File: config.mk
export PLATFORM = sky130hd
export DESIGN_NAME = sta_cell
export DESIGN_NICKNAME = d
export VERILOG_FILES = /design/src/design/sta_pkg.sv /design/src/design/sta_cell.sv
export SDC_FILE = /design/constraint.sdc
export NUM_CORES = 1
export LEC_CHECK = 0
export BUFFER_PORTS_ARGS = -buffer_cell sky130_fd_sc_hd__buf_2
export CORE_MARGIN = 5
export CORE_UTILIZATION = 43
export DETAILED_ROUTE_END_ITERATION = 10
export HOLD_SLACK_MARGIN = 0.15
export PLACE_DENSITY = 0.76
export SYNTH_ARGS = -nofsm -noshare
export SYNTH_HDL_FRONTEND = slang
export SYNTH_SLANG_ARGS = --single-unit
File: constraint.sdc
create_clock -name clk -period 2.5 [get_ports clk]
set_input_delay 0.5 -clock clk [delete_from_list [all_inputs] [get_ports clk]]
set_output_delay 0.5 -clock clk [all_outputs]
set_load 0.05 [all_outputs]
File: src/design/sta_pkg.sv
// ----------------------------------------------------------------------------
// sta_pkg
// Shared constants, request codes and the control bundle of the slot chain.
// ----------------------------------------------------------------------------
package sta_pkg;

  localparam int CAPACITY_DEF   = 256;
  localparam int DATA_WIDTH_DEF = 32;

  localparam int REQ_W    = 3;
  localparam int IDX_IN_W = 10;
  localparam int VAL_IN_W = 32;
  localparam int STAT_W   = 3;
  localparam int RIDX_W   = 8;
  localparam int SIZE_O_W = 9;
  localparam int STEP_W   = 9;
  localparam int CFG_IDX_W = 1;
  localparam int CFG_DAT_W = 9;

  localparam logic [REQ_W-1:0] OP_PUTF = 3'd0;
  localparam logic [REQ_W-1:0] OP_PUTI = 3'd1;
  localparam logic [REQ_W-1:0] OP_GET  = 3'd2;
  localparam logic [REQ_W-1:0] OP_REM  = 3'd3;
  localparam logic [REQ_W-1:0] OP_MARK = 3'd4;
  localparam logic [REQ_W-1:0] OP_FIND = 3'd5;
  localparam logic [REQ_W-1:0] OP_CLR  = 3'd6;
  localparam logic [REQ_W-1:0] OP_NOP  = 3'd7;

  localparam logic [STAT_W-1:0] ST_OK       = 3'd0;
  localparam logic [STAT_W-1:0] ST_NO_ROOM  = 3'd1;
  localparam logic [STAT_W-1:0] ST_INVALID  = 3'd2;
  localparam logic [STAT_W-1:0] ST_NOTFOUND = 3'd3;
  localparam logic [STAT_W-1:0] ST_USED     = 3'd4;

  localparam logic [CFG_IDX_W-1:0] CFG_GROW_STEP   = 1'd0;
  localparam logic [CFG_IDX_W-1:0] CFG_GROW_DOUBLE = 1'd1;

  typedef struct packed {
    logic             valid;
    logic [REQ_W-1:0] op;
    logic             hit;
    logic             hused;
  } ctl_t;

endpackage

File: src/design/sta_cell.sv
// ----------------------------------------------------------------------------
// sta_cell
// One slot of the table: value and used bit; acts on the item passing by.
// ----------------------------------------------------------------------------
module sta_cell #(
  parameter int DATA_WIDTH = sta_pkg::DATA_WIDTH_DEF,
  parameter int IDX_W      = 8,
  parameter int CELL_INDEX = 0
) (
  input  logic                  clk,
  input  logic                  rst,
  input  sta_pkg::ctl_t         ctl_in,
  input  logic [IDX_W-1:0]      idx_in,
  input  logic [DATA_WIDTH-1:0] val_in,
  input  logic [IDX_W-1:0]      hidx_in,
  input  logic [DATA_WIDTH-1:0] hval_in,
  output sta_pkg::ctl_t         ctl_out,
  output logic [IDX_W-1:0]      idx_out,
  output logic [DATA_WIDTH-1:0] val_out,
  output logic [IDX_W-1:0]      hidx_out,
  output logic [DATA_WIDTH-1:0] hval_out
);

  localparam logic [IDX_W-1:0] MY_IDX = IDX_W'(CELL_INDEX);

  logic                  used;
  logic                  used_next;
  logic [DATA_WIDTH-1:0] value;
  logic [DATA_WIDTH-1:0] value_next;
  sta_pkg::ctl_t         ctl_next;
  logic [IDX_W-1:0]      hidx_next;
  logic [DATA_WIDTH-1:0] hval_next;
  logic                  here;

  always_comb begin
    here       = (idx_in == MY_IDX);
    ctl_next   = ctl_in;
    hidx_next  = hidx_in;
    hval_next  = hval_in;
    used_next  = used;
    value_next = value;
    if (ctl_in.valid) begin
      case (ctl_in.op)
        sta_pkg::OP_PUTF: begin
          if (!ctl_in.hit && !used) begin
            used_next    = 1'b1;
            value_next   = val_in;
            ctl_next.hit = 1'b1;
            hidx_next    = MY_IDX;
          end
        end
        sta_pkg::OP_PUTI: begin
          if (here) begin
            ctl_next.hused = used;
            ctl_next.hit   = 1'b1;
            used_next      = 1'b1;
            value_next     = val_in;
          end
        end
        sta_pkg::OP_GET: begin
          if (here) begin
            ctl_next.hit = used;
            hval_next    = value;
          end
        end
        sta_pkg::OP_REM: begin
          if (here) begin
            ctl_next.hit = used;
            used_next    = 1'b0;
          end
        end
        sta_pkg::OP_MARK: begin
          if (here) begin
            ctl_next.hused = used;
            ctl_next.hit   = 1'b1;
            used_next      = 1'b1;
          end
        end
        sta_pkg::OP_FIND: begin
          if (!ctl_in.hit && used && value == val_in) begin
            ctl_next.hit = 1'b1;
            hidx_next    = MY_IDX;
          end
        end
        sta_pkg::OP_CLR: begin
          used_next  = 1'b0;
          value_next = '0;
        end
        default: ;
      endcase
    end
  end

  always_ff @(posedge clk) begin
    if (rst) begin
      used          <= 1'b0;
      ctl_out.valid <= 1'b0;
    end else begin
      used          <= used_next;
      ctl_out.valid <= ctl_next.valid;
    end
    value          <= value_next;
    ctl_out.op     <= ctl_next.op;
    ctl_out.hit    <= ctl_next.hit;
    ctl_out.hused  <= ctl_next.hused;
    idx_out        <= idx_in;
    val_out        <= val_in;
    hidx_out       <= hidx_next;
    hval_out       <= hval_next;
  end

endmodule

==> metrics.md <==
| Metric | Value |
|---|---|
| Yosys top cell by area | dfxtp_1 |
| CTS tree | done |
| Post-synth EDFFs | 32 |
| Synthesized cell area | 0.00415 mm^2 |
| Core area | 0.00933 mm^2 |
| Place WS | 121 ps |
| Main synth FF type | dfxtp_1 |
| Number of H-tree levels | 4 |
| RSZ-0062 raised after global routing | no |
| Worst skew pair latency | approximately 500 ps |
| Initial antenna violation count | 0 |
| Worst-path fanout max | 8 |
| 1st-pass router iterations | 4 |
| Initial drt markers | 69 |
| Slew Viols, Final | 0 |
| Total GRT Usage | approximately 18% |
| Post-CTS Resized | 0 |
| Die area | 0.0117 mm^2 |
| Die W | ~110 um |
| Global-route wire length before repair | approximately 16000 um |
| Ys async rst share | 0% |
| Reg2reg path depth | 5 |
| Power per Cell Area | 839 mW/mm^2 |
| Vias in the first global route | 3310 |
| Ant. Diodes | 0 |
| Final worst slack | 101 ps |
| WL final | 10400 um |
| Worst path cell trace | dlygate4sd3_1 > buf_2 > xnor2_1 > nand4_1 > or4_4 > nor4_4 > nor2_1 |
| Distinct cells, synth | 34 |
| Status | complete, no violations |
| Clk buf depth | 2 |
| Worst Hold Path Cells | 3 |
| Leak | 0.00285 uW |
| Root Buffer | clkbuf_8 |
| HP Class | in2reg |
| Startpoint Class | input pin |
| Largest net degree at the start of global routing | 33 |
| FP Rows | 35 |
| Slowest cell on crit path | or4_4 |
| Die H | 108 um |
| Max incr delay on CP | roughly 600 ps |
| Period minus WS final | approximately 2400 ps |
| Post-synth top area share | about two fifths |
| DR vias/cell | 4.55 |
| Area Overhead vs Synth | 48.4% |
| Final HPWL DP | approximately 7000 um |
| Post-synthesis cell count | 296 |
| Cts bufs inserted | 17 |
| Clock Skew | 10.9 ps |
| GR Overflow Total | 0 |
| Via Count | roughly 3000 |
| Fmax | 417 MHz |
| Initial core utilization | between 40% and 50% |
| Fin crit share | between 90% and 100% |
| Final Hold Vio Count | 0 |
| Net Count, Synth | 384 |
| # setup viols final | 0 |
| Routability congestion estimate from global placement | 0.756 |
| Crit Path Class | in2reg |
| Mean Syn Cell Area | ~14 um^2 |
| Final #Nets | 610 |
| Worst Tran Pin Value | about 530 ps |
| Seq cells post-synth | 119 |
| Max IR drop VDD | 452 uV |
| CP required | 2870 ps |
| Setup TNS | 0 ps |
| CP arrival | 2770 ps |
| Rel. slew slack | roughly 65% |
| Sequential fraction of the synthesis area | 65.1% |
| Routed Antenna Nets | 0 |
| Layout cells sized above 1 | 45.9% |
| # IOs | 174 |
| Number of max-cap violations | 0 |
| Port bufs | 173 |
| CP Capture Type | flop |
| Synth warn | 0 |
| DRC viols | 0 |
| Ranking of synthesized cells by area | dfxtp_1 42%, edfxtp_1 23%, mux2_4 11%, and2_1 4.8%, xor2_1 3.6% |
| Clk slew on worst S/H paths | 60 ps |
| # clock sinks | 119 |
| Wire per inst | 15.7 um |
==> through the flow <==
| stage | total power, uW | hold WS (ps) | utilization (%) | area [um^2] | cells |
|---|---|---|---|---|---|
| 2_1_floorplan | 2560 | 498 | - | 4150 | 296 |
| 3_3_place_gp | 2750 | 508 | 55.3 | 5160 | 591 |
| 3_5_place_dp | 2760 | 512 | 55.3 | 5160 | 591 |
| 4_1_cts | 5210 | 194 | 66.0 | 6160 | 663 |
| 5_1_grt | 5360 | 189 | 66.0 | 6160 | 663 |
| 6_report | 5170 | 212 | 66.0 | 6160 | 663 |
==> path summary, 6_finish.rpt <==
kind / from / end / slack (ps)
setup / recovery: val_in[12] / hidx_out[3] / 100
hold / removal: hidx_in[5] / hidx_out[5] / 210
setup reg to reg: value[12] / hidx_out[3] / 350
hold reg to reg: value[20] / hval_out[20] / 530
==> Yosys cell counts (all sizes together) (3+ instances only) <==
cell / n
nor4: 8
dfxtp: 87
nor2: 12
mux2: 32
nand3: 4
nand4: 5
and2: 33
edfxtp: 32
xor2: 17
o21ai: 6
clkbuf: 4
buf: 5
nor2b: 3
xnor2: 16
nand2: 14
inv: 4
==> state kept, by name (all words and copies together), names as in the netlist <==
name / flops
ctl_out: 6
hidx_out: 8
hval_out: 32
idx_out: 8
used: 1
val_out: 32
value: 32
==> final cells by class <==
class | count | area (um^2)
fill | 697 | 3170
sequential | 119 | 2700
multi-input combinational | 164 | 1370
timing repair buffer | 216 | 1320
clock buffer | 20 | 478
tap | 129 | 161
clock inverter | 11 | 115
inverter | 4 | 15.0
==> per-layer routing <==
metal	vias up	global-route usage [%]	share of wire, %
li1	1471	-	-
met1	1396	18.7	38
met2	137	33.1	52
met3	10	7.76	9.1
met4	0	5.14	0.87
met5	-	0	0
==> kinds of logic after synthesis <==
logic type,share of synthesized area [%]
compound gates,2.11
fa+ha+maj,0.241
mux,11.4
flops,65.1
buf+inv,1.90
xor+xnor,6.96
simple gates,12.3
==> power by group <==
part / leakage [uW] / switching [uW] / internal [uW]
Sequential: 0.00103 / 33.4 / 2080
Clock: 0.000296 / 843 / 1550
Combinational: 0.00152 / 423 / 232
==> worst max-delay path: cells and delay by family <==
| kind | cells | cell delay (ps) |
|---|---|---|
| AND/OR/NAND/NOR | 4 | 1330 |
| buffers and inverters | 2 | 670 |
| XOR/XNOR | 1 | 260 |
==> timing repair <==
| item | in CTS | in global routing |
|---|---|---|
| buffers inserted | 0 | 0 |
| hold buffers | 41 | 0 |
| endpoints found under the hold margin | 41 | 0 |
==> placed cells by master, fill, tap and decap left out, drive strengths merged, types with 2 or more instances in the layout <==
master / netlist / routed
nand4: 5 / 5
o21ai: 6 / 6
or3: 2 / 2
xnor2: 16 / 16
dfxtp: 87 / 87
and2: 33 / 33
clkinv: 0 / 4
dlygate4sd3: 0 / 41
clkbuf: 4 / 20
nand3: 4 / 4
buf: 5 / 175
nor4: 8 / 8
edfxtp: 32 / 32
nor2: 12 / 12
inv: 4 / 8
xor2: 17 / 17
nor2b: 3 / 3
o211a: 2 / 2
nand2: 14 / 14
mux2: 32 / 32
bufinv: 0 / 2
Power figures use the tool's default switching activity.
